$ cat config.mk
export PLATFORM = sky130hd
export DESIGN_NAME = dfgw_mul
export DESIGN_NICKNAME = d
export VERILOG_FILES = /design/src/rtl/dfgw_pkg.sv /design/src/rtl/dfgw_mul.sv
export SDC_FILE = /design/constraint.sdc
export NUM_CORES = 2
export LEC_CHECK = 0
export BUFFER_PORTS_ARGS = -buffer_cell sky130_fd_sc_hd__buf_2
export CAP_MARGIN = 10
export CORE_AREA = 2 2 321 323
export DETAILED_ROUTE_END_ITERATION = 8
export DIE_AREA = 0 0 323 325
export PLACE_DENSITY = 0.66
export RECOVER_POWER = 100
export SKIP_CTS_REPAIR_TIMING = 1
export SLEW_MARGIN = 5
export SYNTH_ARGS = -nofsm -noshare
export SYNTH_HDL_FRONTEND = slang
export SYNTH_SLANG_ARGS = --single-unit
$ cat constraint.sdc
create_clock -name clock -period 20 [get_ports clock]
set_clock_uncertainty 0.05 [all_clocks]
set_input_delay 4 -clock clock [delete_from_list [all_inputs] [get_ports clock]]
set_output_delay 4 -clock clock [all_outputs]
set_load 0.1 [all_outputs]
$ cat src/rtl/dfgw_pkg.sv
// Shared types and constants for the deformation graph point warp block.
package dfgw_pkg;

   localparam int NODE_COUNT_DEF = 1024;
   localparam int NODE_WORDS     = 15;
   localparam int GLOBAL_WORDS   = 12;
   localparam int MUL_A_W        = 34;
   localparam int MUL_B_W        = 41;
   localparam int MUL_P_W        = MUL_A_W + MUL_B_W;

   localparam logic [31:0] ONE_Q428 = 32'h1000_0000;

   typedef enum logic [1:0] {
      CMD_NODE_WORD   = 2'd0,
      CMD_GLOBAL_WORD = 2'd1,
      CMD_TERM        = 2'd2,
      CMD_PASS        = 2'd3
   } cmd_type;

   typedef enum logic [2:0] {
      ST_IDLE,
      ST_TERM,
      ST_WEIGHT,
      ST_ROUND,
      ST_GLOBAL,
      ST_SAT,
      ST_EMIT
   } state_type;

   // operand bundle into the shared multiplier
   typedef struct packed {
      logic                      valid;
      logic [1:0]                row;
      logic signed [MUL_A_W-1:0] a;
      logic signed [MUL_B_W-1:0] b;
   } mul_op_type;

   // registered product out of the shared multiplier
   typedef struct packed {
      logic                      valid;
      logic [1:0]                row;
      logic signed [MUL_P_W-1:0] prod;
   } mul_res_type;

endpackage

$ cat src/rtl/dfgw_mul.sv
// Shared signed multiplier with a registered product and row tag.
module dfgw_mul (
   input  logic                 clock,
   input  logic                 reset,
   input  dfgw_pkg::mul_op_type op,
   output dfgw_pkg::mul_res_type res
);

   logic                               valid_ff;
   logic [1:0]                         row_ff;
   logic signed [dfgw_pkg::MUL_P_W-1:0] prod_ff;

   // tag valid
   always_ff @(posedge clock) begin
      if (reset) begin
         valid_ff <= 1'b0;
      end else begin
         valid_ff <= op.valid;
      end
   end

   // product
   always_ff @(posedge clock) begin
      if (op.valid) begin
         row_ff  <= op.row;
         prod_ff <= dfgw_pkg::MUL_P_W'(op.a) * dfgw_pkg::MUL_P_W'(op.b);
      end
   end

   assign res.valid = valid_ff;
   assign res.row   = row_ff;
   assign res.prod  = prod_ff;

endmodule

==> flow_summary.toml <==
[setup_path]
critPathMaxStageDelay_ps = 1590
cp_num_buf_inv = 8
path_class = "input pin to register"
worstSetupStartpointType = "input pin"
critPathCaptureType = "register"
critPathRequiredTime_ps = 20030
crit_slowest_cell = "clkbuf_1"
cpLargestDelayFamily = "adder cells"
crit_arrival_ps = 13050
cp_max_fo = 41

[clock_tree]
cts_sinks = 78
cts-root-buf = "clkbuf_16"
clk_pin_slew_worst_paths_ps = 60
cts_max_level = 3
cts_tree = "yes"
cts_buffer_depth = 2
cts_buffers = 9

[layout]
nets = 7023
areaGrowthSynthToFinish_pct = 3.92
drive_above_1_share = 0.0291
nFillCells = 9478

[logic_synthesis]
ys_ff_latch = 78
async_flop_share = 0
yosysUniqueCellTypes = 70
ys_seq_area_frac = 0.0463
synth_area_mm2 = 0.0503
synth_edf_count = 77
syn_area_per_cell_um2 = 9.45
syn_inst = 5327
syn_nets = 7090
ys.flop_type = "edfxtp_1"
yosysWarnings = 0

[sta]
slew_violations = 105
final_hold_viol_count = 0
max-slew-margin-rel = -1.32
finalSetupTns_ps = 0
finalCritPeriodShare = 0.651
worst_slew_pin_slew_ps = 3480
finalSetupViolations = 0
fin_crit_ps = 13010
rsz0062_at_grt = "no"
fmax_ghz = 0.0768

[placement]
port_buffers = 157
hpwl_um = 109000
gp_congestion = 0.930

[detailed_routing]
vias_per_cell = 5.47
drtIter0Drc = 2541
dr.pass1.iters = 8
routedWlPerCell_um = 21.9
drc = 0
ant_nets = 0
vias = 36300
wirelength_um = 145000

[floorplan]
die_w_um = 323
num_io_pins = 158
num_rows = 117
fp.dieArea_mm2 = 0.105
core_area_mm2 = 0.101
die_y_um = 325
initial_core_util = 0.497

[global_routing]
grt_pass1_vias = 40500
grt_pass1_wl_um = 231000
antenna_found_initial = 11
grt_max_degree = 63
grt.overflow.total = 0
track_usage = 0.291

[run_status]
status = "complete, but fails checks"
violations = "capacitance limit, slew limit"

[run]
cap_violations = 2

[hold_path]
hold_class = "input pin to register"
[metrics by stage]
step / setup WS, ps / util / hold slack, ps / cells / cell area (um2)
after detailed placement: 7300 / 0.515 / 4110 / 6617 / 52100
after CTS: 7700 / 0.518 / 3730 / 6633 / 52500
final: 6990 / 0.516 / 3750 / 6636 / 52300
after global placement: 7440 / 0.515 / 4100 / 6617 / 52100
after global routing: 6550 / 0.516 / 3740 / 6635 / 52300
after floorplan: 8720 / - / 4020 / 5327 / 50300
[Yosys cell counts (4+ instances only)]
master | n | share of area
a211oi_1 | 7 | 0.0010
a21o_1 | 40 | 0.0060
a21oi_1 | 76 | 0.0076
a311oi_1 | 4 | 0.00070
a31oi_1 | 8 | 0.00099
and2_1 | 480 | 0.060
and3_1 | 11 | 0.0014
buf_1 | 4 | 0.00030
clkbuf_1 | 278 | 0.021
edfxtp_1 | 77 | 0.046
fa_1 | 1465 | 0.58
ha_1 | 218 | 0.054
inv_1 | 1387 | 0.10
nand2_1 | 931 | 0.069
nand2b_1 | 17 | 0.0021
nand3_1 | 14 | 0.0014
nand4_1 | 16 | 0.0020
nor2_1 | 63 | 0.0047
nor2b_1 | 14 | 0.0017
nor3_1 | 6 | 0.00060
o21a_1 | 8 | 0.0012
o21ai_0 | 35 | 0.0035
o21ai_1 | 6 | 0.00060
o21bai_1 | 10 | 0.0015
o31ai_1 | 5 | 0.00075
xnor2_1 | 61 | 0.011
xor2_1 | 24 | 0.0042
[layer usage]
metal,wire (um),track usage,vias up
met5,58,0,-
met4,10900,0.171,10
met3,10300,0.0429,560
met2,72100,0.493,1671
met1,51800,0.353,19100
li1,-,-,14900
[final cells by class]
cell class / instances / area, um2 / share of cell area
well taps: 1368 / 1710 / 0.0327
clock inverters: 6 / 85.1 / 0.00163
inverters: 1387 / 5210 / 0.0995
flip-flops and latches: 78 / 2330 / 0.0446
multi-input cells: 3576 / 41700 / 0.797
diodes: 3 / 7.51 / 0.000143
clock buffers: 10 / 229 / 0.00438
repair buffers: 208 / 1060 / 0.0203
[kinds of logic after synthesis]
kind of cell	Yosys count	share of synthesized area
compound gates	240	0.0319
flops	78	0.0463
xor+xnor	85	0.0148
fa+ha+maj	1683	0.637
mux	1	0.000224
simple gates	1567	0.145
buf+inv	1673	0.125
[sequential cells by signal, summed over array words and instances (netlist names)]
| register | cells |
|---|---|
| valid_ff | 1 |
| row_ff | 2 |
| prod_ff | 75 |
[cell usage in the layout (no fill, tap or decap), types with 10 or more instances in the layout]
cell type  synthesis  routed
nand2_1          931     931
nand3_1           14      15
ha_1             218     218
nor2_1            63      63
nand2b_1          17      17
edfxtp_1          77      77
fa_1            1465    1465
and3_1            11      11
and2_1           480     467
nand4_1           16      16
inv_1           1387    1387
o21ai_0           35      41
nor2b_1           14      14
a21o_1            40      40
xnor2_1           61      61
and2_0             0      13
xor2_1            24      24
a21oi_1           76      79
buf_2              2      78
o21bai_1          10      10
buf_4              1      49
clkbuf_1         278      82
[final timing paths]
path / startpoint / to / slack (ps) / depth (start not counted)
worst max-delay path: op[41] / prod_ff[71] / 6990 / 27
worst min-delay path: reset / valid_ff / 3750 / 2
Power is left out: the tool's default activity adds up to more than one toggle a clock period on the data nets, which glitch-free logic cannot reach.
